### config.mk
export PLATFORM = sky130hd
export DESIGN_NAME = byte_ring_queue_with_pattern_find
export DESIGN_NICKNAME = d
export VERILOG_FILES = /design/src/sv/brq_pkg.sv /design/src/sv/byte_ring_queue_with_pattern_find.sv /design/src/sv/brq_ram.sv /design/src/sv/brq_front.sv /design/src/sv/brq_back.sv
export SDC_FILE = /design/constraint.sdc
export NUM_CORES = 2
export LEC_CHECK = 0
export BUFFER_PORTS_ARGS = -buffer_cell sky130_fd_sc_hd__buf_2
export CAP_MARGIN = 5
export CORE_MARGIN = 2
export CORE_UTILIZATION = 55
export DETAILED_ROUTE_END_ITERATION = 12
export GPL_TIMING_DRIVEN = 0
export MAX_ROUTING_LAYER = met4
export PLACE_DENSITY = 0.71
export REMOVE_ABC_BUFFERS = 1
export SLEW_MARGIN = 5
export SYNTH_ARGS = -nofsm -noshare
export SYNTH_HDL_FRONTEND = slang
export SYNTH_HIERARCHICAL = 1
export SYNTH_SLANG_ARGS = --single-unit
### constraint.sdc
create_clock -name clk -period 21.9 [get_ports clk]
set_input_delay 5.475 -clock clk [delete_from_list [all_inputs] [get_ports clk]]
set_output_delay 5.475 -clock clk [all_outputs]
set_load 0.03 [all_outputs]
### src/sv/brq_pkg.sv
// ----------------------------------------------------------------------------
// Byte ring queue package
// Types, codes and widths shared by the byte ring queue modules.
// ----------------------------------------------------------------------------
package brq_pkg;

    localparam int QUEUE_DEPTH_DEF = 256;
    localparam int PATTERN_MAX_DEF = 8;
    localparam int BYTE_BITS       = 8;
    localparam int PAT_BITS        = 64;
    localparam int LEN_BITS        = 4;
    localparam int KIND_BITS       = 2;
    localparam int S_TDATA_W       = 80;
    localparam int M_TDATA_W       = 24;
    localparam int OPQ_DEPTH       = 2;

    // Operation codes carried on s_tuser
    typedef enum logic [1:0] {
        KIND_PUSH  = 2'd0,
        KIND_POP   = 2'd1,
        KIND_CLEAR = 2'd2,
        KIND_FIND  = 2'd3
    } kind_t;

    // Result status codes
    typedef enum logic [1:0] {
        STATUS_OK        = 2'd0,
        STATUS_EMPTY     = 2'd1,
        STATUS_FULL      = 2'd2,
        STATUS_NOT_FOUND = 2'd3
    } status_t;

    // Back end sequencer states
    typedef enum logic [1:0] {
        BK_IDLE,
        BK_POP,
        BK_FIND
    } back_state_t;

    // Decoded operation, front to back; pattern stored last byte first
    typedef struct packed {
        kind_t                 kind;
        logic [BYTE_BITS-1:0]  push_byte;
        logic [PAT_BITS-1:0]   pattern_rev;
        logic [LEN_BITS-1:0]   len;
    } brq_op_t;

    // Result item, popped_byte in the low bits
    typedef struct packed {
        logic [BYTE_BITS-1:0]  fill_level;
        status_t               status;
        logic [BYTE_BITS-1:0]  popped_byte;
    } brq_result_t;

endpackage

### src/sv/byte_ring_queue_with_pattern_find.sv
// ----------------------------------------------------------------------------
// Byte ring queue with pattern find
// Circular byte queue with push, pop, clear and substring search.
// ----------------------------------------------------------------------------
// Usage:
//   One input transfer on s_* (s_tuser = kind) yields one result transfer on
//   m_*, in order.
//   Push, clear and ops rejected at once (full, empty, bad length): result
//   valid after the op passes the op queue and the result register, one per
//   cycle back to back while m_tready is high. Pop: the byte store has a
//   registered read port, so the result also passes BK_POP. Find: reads
//   one held byte per cycle, stops at a match; later ops wait in op queue.
//   A two-entry op queue between decode and sequencer takes two more
//   transfers while a result waits; then s_tready drops. When the receiver
//   stalls, the result register holds and the sequencer waits.
//   Reset empties the queue (both pointers to zero) and clears all valids.
//   The store holds at most QUEUE_DEPTH-1 bytes; fill_level saturates at 255.
// ----------------------------------------------------------------------------
module byte_ring_queue_with_pattern_find #(
    parameter int QUEUE_DEPTH = brq_pkg::QUEUE_DEPTH_DEF,
    parameter int PATTERN_MAX = brq_pkg::PATTERN_MAX_DEF
) (
    input  logic                           clk,
    input  logic                           rst_n,
    input  logic                           s_tvalid,
    output logic                           s_tready,
    // push_byte[7:0], pattern_bytes[71:8], pattern_length[75:72], zero pad
    input  logic [brq_pkg::S_TDATA_W-1:0]  s_tdata,
    // kind[1:0]
    input  logic [brq_pkg::KIND_BITS-1:0]  s_tuser,
    output logic                           m_tvalid,
    input  logic                           m_tready,
    // popped_byte[7:0], status[9:8], fill_level[17:10], zero pad
    output logic [brq_pkg::M_TDATA_W-1:0]  m_tdata
);

    logic             q_valid;
    logic             q_pop;
    brq_pkg::brq_op_t q_op;

    brq_front #(
        .PATTERN_MAX (PATTERN_MAX)
    ) u_brq_front (
        .clk      (clk),
        .rst_n    (rst_n),
        .s_tvalid (s_tvalid),
        .s_tready (s_tready),
        .s_tdata  (s_tdata),
        .s_tuser  (s_tuser),
        .q_valid  (q_valid),
        .q_op     (q_op),
        .q_pop    (q_pop)
    );

    brq_back #(
        .QUEUE_DEPTH (QUEUE_DEPTH),
        .PATTERN_MAX (PATTERN_MAX)
    ) u_brq_back (
        .clk      (clk),
        .rst_n    (rst_n),
        .q_valid  (q_valid),
        .q_op     (q_op),
        .q_pop    (q_pop),
        .m_tvalid (m_tvalid),
        .m_tready (m_tready),
        .m_tdata  (m_tdata)
    );

endmodule

### src/sv/brq_ram.sv
// ----------------------------------------------------------------------------
// Generic RAM
// One write port and one read port with registered read data.
// ----------------------------------------------------------------------------
module brq_ram #(
    parameter int WIDTH = 8,
    parameter int DEPTH = 256
) (
    input  logic                     clk,
    input  logic                     wr_en,
    input  logic [$clog2(DEPTH)-1:0] wr_addr,
    input  logic [WIDTH-1:0]         wr_data,
    input  logic                     rd_en,
    input  logic [$clog2(DEPTH)-1:0] rd_addr,
    output logic [WIDTH-1:0]         rd_data
);

    logic [WIDTH-1:0] mem [DEPTH];

    always_ff @(posedge clk)
    begin
        if (wr_en)
        begin
            mem[wr_addr] <= wr_data;
        end
        if (rd_en)
        begin
            rd_data <= mem[rd_addr];
        end
    end

endmodule

### src/sv/brq_front.sv
// ----------------------------------------------------------------------------
// Byte ring queue front end
// Accepts input transfers, decodes them and holds them in a short op queue.
// ----------------------------------------------------------------------------
module brq_front #(
    parameter int PATTERN_MAX = brq_pkg::PATTERN_MAX_DEF
) (
    input  logic                           clk,
    input  logic                           rst_n,
    input  logic                           s_tvalid,
    output logic                           s_tready,
    input  logic [brq_pkg::S_TDATA_W-1:0]  s_tdata,
    input  logic [brq_pkg::KIND_BITS-1:0]  s_tuser,
    output logic                           q_valid,
    output brq_pkg::brq_op_t               q_op,
    input  logic                           q_pop
);

    localparam int LB = brq_pkg::LEN_BITS;

    brq_pkg::brq_op_t     op_mem_reg [brq_pkg::OPQ_DEPTH];
    brq_pkg::brq_op_t     dec_op;
    logic                 wr_ptr_reg, wr_ptr_next;
    logic                 rd_ptr_reg, rd_ptr_next;
    logic [1:0]           cnt_reg, cnt_next;
    logic                 accept;
    logic [LB-1:0]        len_raw;
    logic [LB-1:0]        len_c;
    logic [brq_pkg::PAT_BITS-1:0] pat;

    // Decode: clamp length, reverse pattern so byte j matches the byte j back
    always_comb
    begin
        len_raw = s_tdata[75:72];
        pat     = s_tdata[71:8];
        len_c   = (len_raw > LB'(PATTERN_MAX)) ? LB'(PATTERN_MAX) : len_raw;
        dec_op             = '0;
        dec_op.kind        = brq_pkg::kind_t'(s_tuser);
        dec_op.push_byte   = s_tdata[7:0];
        dec_op.len         = len_c;
        for (int j = 0; j < PATTERN_MAX; j++)
        begin
            for (int i = 0; i < PATTERN_MAX; i++)
            begin
                if (i + j + 1 == int'(len_c))
                begin
                    dec_op.pattern_rev[j*8 +: 8] = pat[i*8 +: 8];
                end
            end
        end
    end

    // Op queue control
    assign s_tready = (cnt_reg != 2'd2);
    assign accept   = s_tvalid && s_tready;
    assign q_valid  = (cnt_reg != 2'd0);
    assign q_op     = op_mem_reg[rd_ptr_reg];

    always_comb
    begin
        wr_ptr_next = accept ? ~wr_ptr_reg : wr_ptr_reg;
        rd_ptr_next = q_pop ? ~rd_ptr_reg : rd_ptr_reg;
        cnt_next    = cnt_reg + {1'b0, accept} - {1'b0, q_pop};
    end

    always_ff @(posedge clk or negedge rst_n)
    begin
        if (!rst_n)
        begin
            wr_ptr_reg <= 1'b0;
            rd_ptr_reg <= 1'b0;
            cnt_reg    <= 2'd0;
        end
        else
        begin
            wr_ptr_reg <= wr_ptr_next;
            rd_ptr_reg <= rd_ptr_next;
            cnt_reg    <= cnt_next;
        end
    end

    // Op queue storage
    always_ff @(posedge clk)
    begin
        if (accept)
        begin
            op_mem_reg[wr_ptr_reg] <= dec_op;
        end
    end

endmodule

### src/sv/brq_back.sv
// ----------------------------------------------------------------------------
// Byte ring queue back end
// Executes queued ops on the byte store and drives the result register.
// ----------------------------------------------------------------------------
module brq_back #(
    parameter int QUEUE_DEPTH = brq_pkg::QUEUE_DEPTH_DEF,
    parameter int PATTERN_MAX = brq_pkg::PATTERN_MAX_DEF
) (
    input  logic                           clk,
    input  logic                           rst_n,
    input  logic                           q_valid,
    input  brq_pkg::brq_op_t               q_op,
    output logic                           q_pop,
    output logic                           m_tvalid,
    input  logic                           m_tready,
    output logic [brq_pkg::M_TDATA_W-1:0]  m_tdata
);

    localparam int PW = $clog2(QUEUE_DEPTH);
    localparam int LB = brq_pkg::LEN_BITS;

    brq_pkg::back_state_t state_reg, state_next;
    logic [PW-1:0]        rp_reg, rp_next;
    logic [PW-1:0]        wp_reg, wp_next;
    logic [PW-1:0]        count_reg, count_next;
    logic                 out_valid_reg, out_valid_next;
    brq_pkg::brq_result_t res_reg, res_next;
    logic [PW-1:0]        rd_addr_reg, rd_addr_next;
    logic [PW-1:0]        issue_left_reg, issue_left_next;
    logic                 pending_reg, pending_next;
    logic [LB-1:0]        got_reg, got_inc;
    logic [LB-1:0]        len_reg;
    logic [7:0]           win_reg [PATTERN_MAX];
    logic [7:0]           win_next [PATTERN_MAX];
    logic [7:0]           pat_reg [PATTERN_MAX];
    logic                 res_load;
    logic                 take;
    logic                 out_free;
    logic                 full, empty, len_zero, too_long;
    logic                 hit, find_done;
    logic                 ram_wr_en, ram_rd_en;
    logic [PW-1:0]        ram_rd_addr;
    logic [7:0]           ram_rd_data;

    function automatic logic [PW-1:0] adv(input logic [PW-1:0] p);
        return (p == PW'(QUEUE_DEPTH - 1)) ? '0 : p + 1'b1;
    endfunction

    function automatic logic [7:0] fill_of(input logic [PW-1:0] c);
        return ({8'd0, c} > (PW + 8)'(255)) ? 8'hFF : 8'(c);
    endfunction

    brq_ram #(
        .WIDTH (8),
        .DEPTH (QUEUE_DEPTH)
    ) u_brq_ram (
        .clk     (clk),
        .wr_en   (ram_wr_en),
        .wr_addr (wp_reg),
        .wr_data (q_op.push_byte),
        .rd_en   (ram_rd_en),
        .rd_addr (ram_rd_addr),
        .rd_data (ram_rd_data)
    );

    // Condition flags
    assign out_free = !out_valid_reg || m_tready;
    assign take     = (state_reg == brq_pkg::BK_IDLE) && q_valid && out_free;
    assign full     = (count_reg == PW'(QUEUE_DEPTH - 1));
    assign empty    = (count_reg == '0);
    assign len_zero = (q_op.len == '0);
    assign too_long = ((PW + LB)'(q_op.len) > (PW + LB)'(count_reg));

    // Pattern window: newest byte at index 0
    always_comb
    begin
        win_next[0] = ram_rd_data;
        for (int j = 1; j < PATTERN_MAX; j++)
        begin
            win_next[j] = win_reg[j-1];
        end
        got_inc = (got_reg == LB'(PATTERN_MAX)) ? got_reg : got_reg + 1'b1;
        hit = (got_inc >= len_reg);
        for (int j = 0; j < PATTERN_MAX; j++)
        begin
            if ((LB'(j) < len_reg) && (win_next[j] != pat_reg[j]))
            begin
                hit = 1'b0;
            end
        end
        find_done = pending_reg && (hit || (issue_left_reg == '0));
    end

    // Next state
    always_comb
    begin
        state_next = state_reg;
        case (state_reg)
            brq_pkg::BK_IDLE:
            begin
                if (take)
                begin
                    case (q_op.kind)
                        brq_pkg::KIND_POP:
                        begin
                            if (!empty)
                            begin
                                state_next = brq_pkg::BK_POP;
                            end
                        end
                        brq_pkg::KIND_FIND:
                        begin
                            if (!len_zero && !too_long)
                            begin
                                state_next = brq_pkg::BK_FIND;
                            end
                        end
                        default:
                        begin
                            state_next = brq_pkg::BK_IDLE;
                        end
                    endcase
                end
            end
            brq_pkg::BK_POP:
            begin
                state_next = brq_pkg::BK_IDLE;
            end
            brq_pkg::BK_FIND:
            begin
                if (find_done)
                begin
                    state_next = brq_pkg::BK_IDLE;
                end
            end
            default:
            begin
                state_next = brq_pkg::BK_IDLE;
            end
        endcase
    end

    // Outputs and datapath next values
    always_comb
    begin
        q_pop           = 1'b0;
        ram_wr_en       = 1'b0;
        ram_rd_en       = 1'b0;
        ram_rd_addr     = rp_reg;
        rp_next         = rp_reg;
        wp_next         = wp_reg;
        count_next      = count_reg;
        res_load        = 1'b0;
        res_next        = res_reg;
        rd_addr_next    = rd_addr_reg;
        issue_left_next = issue_left_reg;
        pending_next    = 1'b0;
        case (state_reg)
            brq_pkg::BK_IDLE:
            begin
                if (take)
                begin
                    q_pop                = 1'b1;
                    res_next.popped_byte = 8'd0;
                    res_next.status      = brq_pkg::STATUS_OK;
                    res_next.fill_level  = fill_of(count_reg);
                    case (q_op.kind)
                        brq_pkg::KIND_PUSH:
                        begin
                            res_load = 1'b1;
                            if (full)
                            begin
                                res_next.status = brq_pkg::STATUS_FULL;
                            end
                            else
                            begin
                                ram_wr_en           = 1'b1;
                                wp_next             = adv(wp_reg);
                                count_next          = count_reg + 1'b1;
                                res_next.fill_level = fill_of(count_reg + 1'b1);
                            end
                        end
                        brq_pkg::KIND_POP:
                        begin
                            if (empty)
                            begin
                                res_load        = 1'b1;
                                res_next.status = brq_pkg::STATUS_EMPTY;
                            end
                            else
                            begin
                                ram_rd_en  = 1'b1;
                                rp_next    = adv(rp_reg);
                                count_next = count_reg - 1'b1;
                            end
                        end
                        brq_pkg::KIND_CLEAR:
                        begin
                            res_load            = 1'b1;
                            rp_next             = wp_reg;
                            count_next          = '0;
                            res_next.fill_level = 8'd0;
                        end
                        default:
                        begin
                            if (len_zero || too_long)
                            begin
                                res_load        = 1'b1;
                                res_next.status = brq_pkg::STATUS_NOT_FOUND;
                            end
                            else
                            begin
                                rd_addr_next    = rp_reg;
                                issue_left_next = count_reg;
                            end
                        end
                    endcase
                end
            end
            brq_pkg::BK_POP:
            begin
                res_load             = 1'b1;
                res_next.popped_byte = ram_rd_data;
                res_next.status      = brq_pkg::STATUS_OK;
                res_next.fill_level  = fill_of(count_reg);
            end
            brq_pkg::BK_FIND:
            begin
                // One stored byte read per cycle
                if (issue_left_reg != '0)
                begin
                    ram_rd_en       = 1'b1;
                    ram_rd_addr     = rd_addr_reg;
                    rd_addr_next    = adv(rd_addr_reg);
                    issue_left_next = issue_left_reg - 1'b1;
                    pending_next    = 1'b1;
                end
                if (find_done)
                begin
                    res_load             = 1'b1;
                    res_next.popped_byte = 8'd0;
                    res_next.status      = hit ? brq_pkg::STATUS_OK
                                               : brq_pkg::STATUS_NOT_FOUND;
                    res_next.fill_level  = fill_of(count_reg);
                end
            end
            default:
            begin
                res_load = 1'b0;
            end
        endcase
        out_valid_next = res_load || (out_valid_reg && !m_tready);
    end

    // Control registers
    always_ff @(posedge clk or negedge rst_n)
    begin
        if (!rst_n)
        begin
            state_reg      <= brq_pkg::BK_IDLE;
            rp_reg         <= '0;
            wp_reg         <= '0;
            count_reg      <= '0;
            out_valid_reg  <= 1'b0;
            issue_left_reg <= '0;
            pending_reg    <= 1'b0;
        end
        else
        begin
            state_reg      <= state_next;
            rp_reg         <= rp_next;
            wp_reg         <= wp_next;
            count_reg      <= count_next;
            out_valid_reg  <= out_valid_next;
            issue_left_reg <= issue_left_next;
            pending_reg    <= pending_next;
        end
    end

    // Payload registers
    always_ff @(posedge clk)
    begin
        if (res_load)
        begin
            res_reg <= res_next;
        end
        rd_addr_reg <= rd_addr_next;
        if (take && (q_op.kind == brq_pkg::KIND_FIND))
        begin
            len_reg <= q_op.len;
            got_reg <= '0;
            for (int j = 0; j < PATTERN_MAX; j++)
            begin
                pat_reg[j] <= q_op.pattern_rev[j*8 +: 8];
            end
        end
        else if ((state_reg == brq_pkg::BK_FIND) && pending_reg)
        begin
            got_reg <= got_inc;
            for (int j = 0; j < PATTERN_MAX; j++)
            begin
                win_reg[j] <= win_next[j];
            end
        end
    end

    assign m_tvalid = out_valid_reg;
    assign m_tdata  = {6'd0, res_reg};

endmodule

* Word-level counts from Yosys, hierarchy flattened
Memories as Yosys holds them, arrays and structs flattened. A register that Yosys moved wholly into a read port is not among the register bits. Index checks and enable logic that the tools add are counted.
Storage, ports and cells: bits in registers 74, bits in latches 0, memory bits (writable) 2332, memory bits (read-only) 0, input bits 86, output and inout port bits 26, logic and storage cells 264, memories kept 4
Cells by class: add/subtract/negate cells 9, $mul 0, div/mod/pow operators 0, magnitude comparators 11, equal/unequal tests 42, shift operators 0, muxes and demuxes 136, bitwise logic cells 3, reduce and logical (&&, ||, !) cells 43
Memories:
- u_brq_back.u_brq_ram.mem | depth 256, bits a word 8, rd ports 1, clocked after Yosys merged registers in 1, wr ports 1, RTL line brq_ram.sv:18 | logic [WIDTH-1:0] mem [DEPTH];
- u_brq_front.op_mem_reg | depth 2, bits a word 78, rd ports 1, clocked after Yosys merged registers in 0, wr ports 1, RTL line brq_front.sv:21 | brq_pkg::brq_op_t op_mem_reg [brq_pkg::OPQ_DEPTH];
- u_brq_back.pat_reg | depth 8, bits a word 8, rd ports 8, clocked after Yosys merged registers in 0, wr ports 8, RTL line brq_back.sv:35 | logic [7:0] pat_reg [PATTERN_MAX];
- u_brq_back.win_reg | depth 8, bits a word 8, rd ports 7, clocked after Yosys merged registers in 0, wr ports 8, RTL line brq_back.sv:33 | logic [7:0] win_reg [PATTERN_MAX];
Operators with widths (count):
- $mux W8 | 80
- $ne A8 B8 Y1 | 8
- $pmux W8 S2 | 4
- $pmux W18 S3 | 1
- $mux W18 | 2
- $mux W1 | 33
- $add A8 B1 Y8 const B | 4
- $eq A4 B4 Y1 const A | 8
- $eq A8 B8 Y1 const B | 4
- $pmux W8 S3 | 1
- $reduce_and A4 Y1 | 5
- $eq A3 B4 Y1 const A | 4
- $logic_and A1 B1 Y1 | 16
- $logic_not A8 Y1 | 2
- $lt A3 B4 Y1 const A | 4
- $sub A8 B1 Y8 const B | 2
- $mux W2 | 7
- $eq A2 B4 Y1 const A | 2
- $gt A4 B8 Y1 | 1
- $lt A1 B4 Y1 const A | 2
- $lt A2 B4 Y1 const A | 2
- $mux W4 | 2
- $ne A2 B2 Y1 const B | 4
- $pmux W2 S2 | 2
- 25 further kinds | 44

* Logic depth before layout (Yosys ltp)
depth after elaboration 16, mapped depth 19, gate-level depth less buffers 14

* Modules after synthesis
Netlist, hierarchy kept.
By module, submodules not included:
- brq_ram | times used 1, cells an instance 3733, area an instance 79636.4 um2
- brq_back | times used 1, cells an instance 708, area an instance 8773.4 um2
- brq_front | times used 1, cells an instance 646, area an instance 8190.4 um2

* Worst setup path after synthesis
No wires, ideal clock.
kind input -> register, start input port m_tready, end memory u_brq_back.win_reg[0][0] (enable), setup time 783 ps, arrival time 10909 ps, data required time 21117 ps, slack 10208 ps, stages 3, path buffers 0, cell sequence nor2b_1 -> nor3b_2 -> nor2_1
RTL lines:
- start: declaration | RTL line byte_ring_queue_with_pattern_find.sv:32 | input logic m_tready,
- end: declaration | RTL line brq_back.sv:33

* Final worst setup path
start input port m_tready, end memory u_brq_back.u_brq_ram.mem[111][7] (enable)
On the way: longest elaborated chain between the ends 6
Ends and longest elaborated chain:
- $logic_or A1 B1 Y1 | RTL line brq_back.sv:67 | assign out_free = !out_valid_reg || m_tready;
- $logic_and A1 B1 Y1 | RTL line brq_back.sv:68 | assign take = (state_reg == brq_pkg::BK_IDLE) && q_valid && out_free;
- $mux W1 | RTL line brq_back.sv:161 | if (take)
- $mux W1 | RTL line brq_back.sv:158 | case (state_reg)
- $mux W1 | RTL line brq_ram.sv:22 | if (wr_en)
- $mux W1 (implied by the code) | RTL line brq_ram.sv:24 | mem[wr_addr] <= wr_data;
- end: declaration | RTL line brq_ram.sv:18
Every way passes these cells.

==> flow_summary.toml <==
[sta]
worstMarginPinSlew_ps = 1461
max_slew_margin_pct = 1.714
slew_violations = 0
period_needed_ps = 9099
finalSetupViolations = 0
hold_viol = 0
finalClockSkew_ps = 36.13
period_share_pct = 41.55
rsz0062_at_grt = "false"
max_clock_freq_mhz = 109.9
fin_ws_ps = 12800

[synthesis]
synthXorXnorAreaFrac_pct = 0.7253
synthMuxAreaShare_pct = 13.36
syn_area_mm2 = 0.09660
ys.flop_type = "edfxtp_1"
yosys.area_share.adder_pct = 0.3886
synth_cells = 5087
synth_edf_count = 2362
ys_seq_area_share_pct = 74.54
ys_seq_elements = 2406
synth_top_family_by_area = "multiplexers"
yosys.cell_types.count = 85
synthSimpleGateAreaFrac_pct = 3.750
ys_warn_count = 6
async_reset_ff_share_pct = 1.663
synth-compound-area-share_pct = 5.107
syn_area_per_cell_um2 = 18.99

[global_route]
grt_pass1_vias = 49550
grt.overflow.total = 0
grt_pass1_wl_mm = 331.9
grt_start_max_net_pins = 155
antenna_found_initial = 3
grt_usage_pct = 25.94

[cts]
clkSlewWorstSetupHoldPaths_ps = 60
htreeDepth = 4
postCtsSetupRepairBufs = 0
cts.repair.resized = 0
cts_tree = "yes"
cts_buffers = 227
clk_path_buf_depth = 3
clk_latency_ps = 850
cts_hold_buf = 0
clock-root-buffer = "clkbuf_16"
clkSinkCount = 2406

[setup_path]
path_cells = "buf_2, nor2b_1, nor2_1, and3_1, nand2_1, nor2_1"
cp-end-kind = "flip-flop"
startpoint_type = "primary input"
path_class = "in2reg"
cp.required_ps = 22360
cpMostUsedCell = "nor2_1"
critPathSlowestCell = "nand2_1"
max_stage_delay_ps = 1230
crit_fanout = 26
worst_ep_arrival_time_ps = 9560

[power_and_ir_drop]
p_switching_mw = 4.379
powerDensity_mw_per_mm2 = 130.8
switching_share_pct = 30.95
p_clk_share_pct = 27.6
intPower_mw = 9.769
power_frac_comb_pct = 30.5
seqPwrFrac_pct = 42.0
cellLeakagePower_nw = 33.86
finalPower_mw = 14.15
ir_drop_uv = 124.6

[outcome]
violations = "design-rule violations, max-capacitance violations"
outcome = "complete, but fails checks"

[route]
drt_wl_total_mm = 225.7
drt_iter0_drc = 6314
wl_per_cell_um = 29.25
vias = 50280
first_pass_iters = 11
via_per_inst = 6.514
drcViolationCount = 1
detail-route-antenna-nets = 0

[floorplanning]
die_y_um = 423.1
fp.coreArea_mm2 = 0.1742
start_util_pct = 55.45
fp.dieArea_mm2 = 0.1790
num_rows = 153
die_x_um = 423.1
ios = 112

[final_layout]
final_nets = 5321
largest_reg_flops = 2048
drive_gt1_share_pct = 21.01
synthToLayoutAreaGrowth_pct = 11.99
fin_cells = 7718
utilization_pct = 62.10
antenna_cells = 0

[placement]
globalplace.congestion = 0.8378
placed_cells = 7301
hpwl_mm = 141.9
port_buffers = 101
pre_cts_ws_ps = 12020

[worst_hold_path]
hold_path_class = "reg2reg"

[flow_run]
cap_violations = 1
==> worst max-delay path: cells and delay by family <==
family,cells,cell delay [ps]
buffers and inverters,1,80
AND/OR/NAND/NOR,5,3940
==> Yosys cell counts (46+ instances only) <==
library cell,number,share of area (%)
a21oi_1,175,0.91
a22oi_1,159,1.2
buf_2,57,0.30
clkbuf_1,151,0.59
edfxtp_1,2362,73
inv_1,46,0.18
mux2_2,97,1.1
mux2i_1,153,1.6
mux4_2,454,11
nand2_1,122,0.47
nand3_1,60,0.31
nor2_1,344,1.3
o21ai_0,96,0.50
o221ai_1,56,0.51
o22ai_1,54,0.35
xnor2_1,75,0.68
==> through the flow <==
stage | hold WS (ps) | setup TNS (ps) | cell area, um^2
2_1_floorplan | 448.7 | -438430 | 94740
3_3_place_gp | 452.7 | -710560 | 98160
3_5_place_dp | 456.7 | 0 | 100800
4_1_cts | 462.9 | 0 | 108200
5_1_grt | 476.6 | 0 | 108200
6_report | 469.0 | 0 | 108200
==> cells by family after synthesis <==
| group | after synthesis |
|---|---|
| adders and majority gates | 30 |
| AOI/OAI and AO/OA | 726 |
| DFF | 2406 |
| muxes | 706 |
| and+or+nand+nor | 770 |
| buffers and inverters | 368 |
| xor gates and xnor gates | 80 |
| other | 1 |
==> power groups by stage <==
stage	registers, mW	logic [mW]	clock network [mW]
after detailed placement	6.03	4.31	0
final	5.94	4.31	3.90
after CTS	5.93	4.33	3.96
after global placement	6.18	5.24	0
after global routing	5.95	4.56	4.13
after floorplan	6.07	4.19	0
==> cell usage in the layout (no fill, tap or decap), drive strengths merged, types with 19 or more instances in the layout <==
cell type  instances
a211oi            19
a21o              26
a21oi            175
a22oi            159
and2              19
and3              19
buf              204
bufinv            25
clkbuf           276
clkinv            98
dfrtp             40
edfxtp          2362
ha                30
inv               54
mux2              97
mux2i            153
mux4             456
nand2            122
nand2b            32
nand3             60
nand4             33
nor2             344
nor2b             38
nor3              37
nor4              34
o21ai            104
o221ai            57
o22ai             54
o2bb2ai           22
xnor2             75
==> cell type report <==
cell class	count	area, um^2
tap	2325	2909
clock buffer	276	6013
inverter	48	180.2
clock inverter	141	1389
timing repair buffer	204	2764
fill	11830	66030
sequential	2406	72010
multi-input combinational	2318	22910
==> final timing paths <==
kind	cells after the start	end	slack [ps]	start
min reg2reg	0	u_brq_back/win_reg[6][6]	470	u_brq_back/win_reg[5][6]
max in group asynchronous	1	u_brq_front/rd_ptr_reg	16430	rst_n
max reg2reg	20	u_brq_back/u_brq_ram/rd_data[5]	13980	u_brq_back/state_reg[0]
min in group asynchronous	1	u_brq_front/wr_ptr_reg	4760	rst_n
max	6	u_brq_back/u_brq_ram/mem[111][7]	12800	m_tready
min	0	u_brq_back/win_reg[6][6]	470	u_brq_back/win_reg[5][6]
==> routing by layer <==
metal | vias to the layer above | routed length [um] | GRT usage [%]
met5 | - | 0 | -
met4 | 0 | 7452 | 8.286
met3 | 418 | 20220 | 4.091
met2 | 2599 | 110600 | 40.67
met1 | 26180 | 87450 | 35.37
li1 | 21080 | - | -
Note: power is estimated with default switching activity, not from simulation.
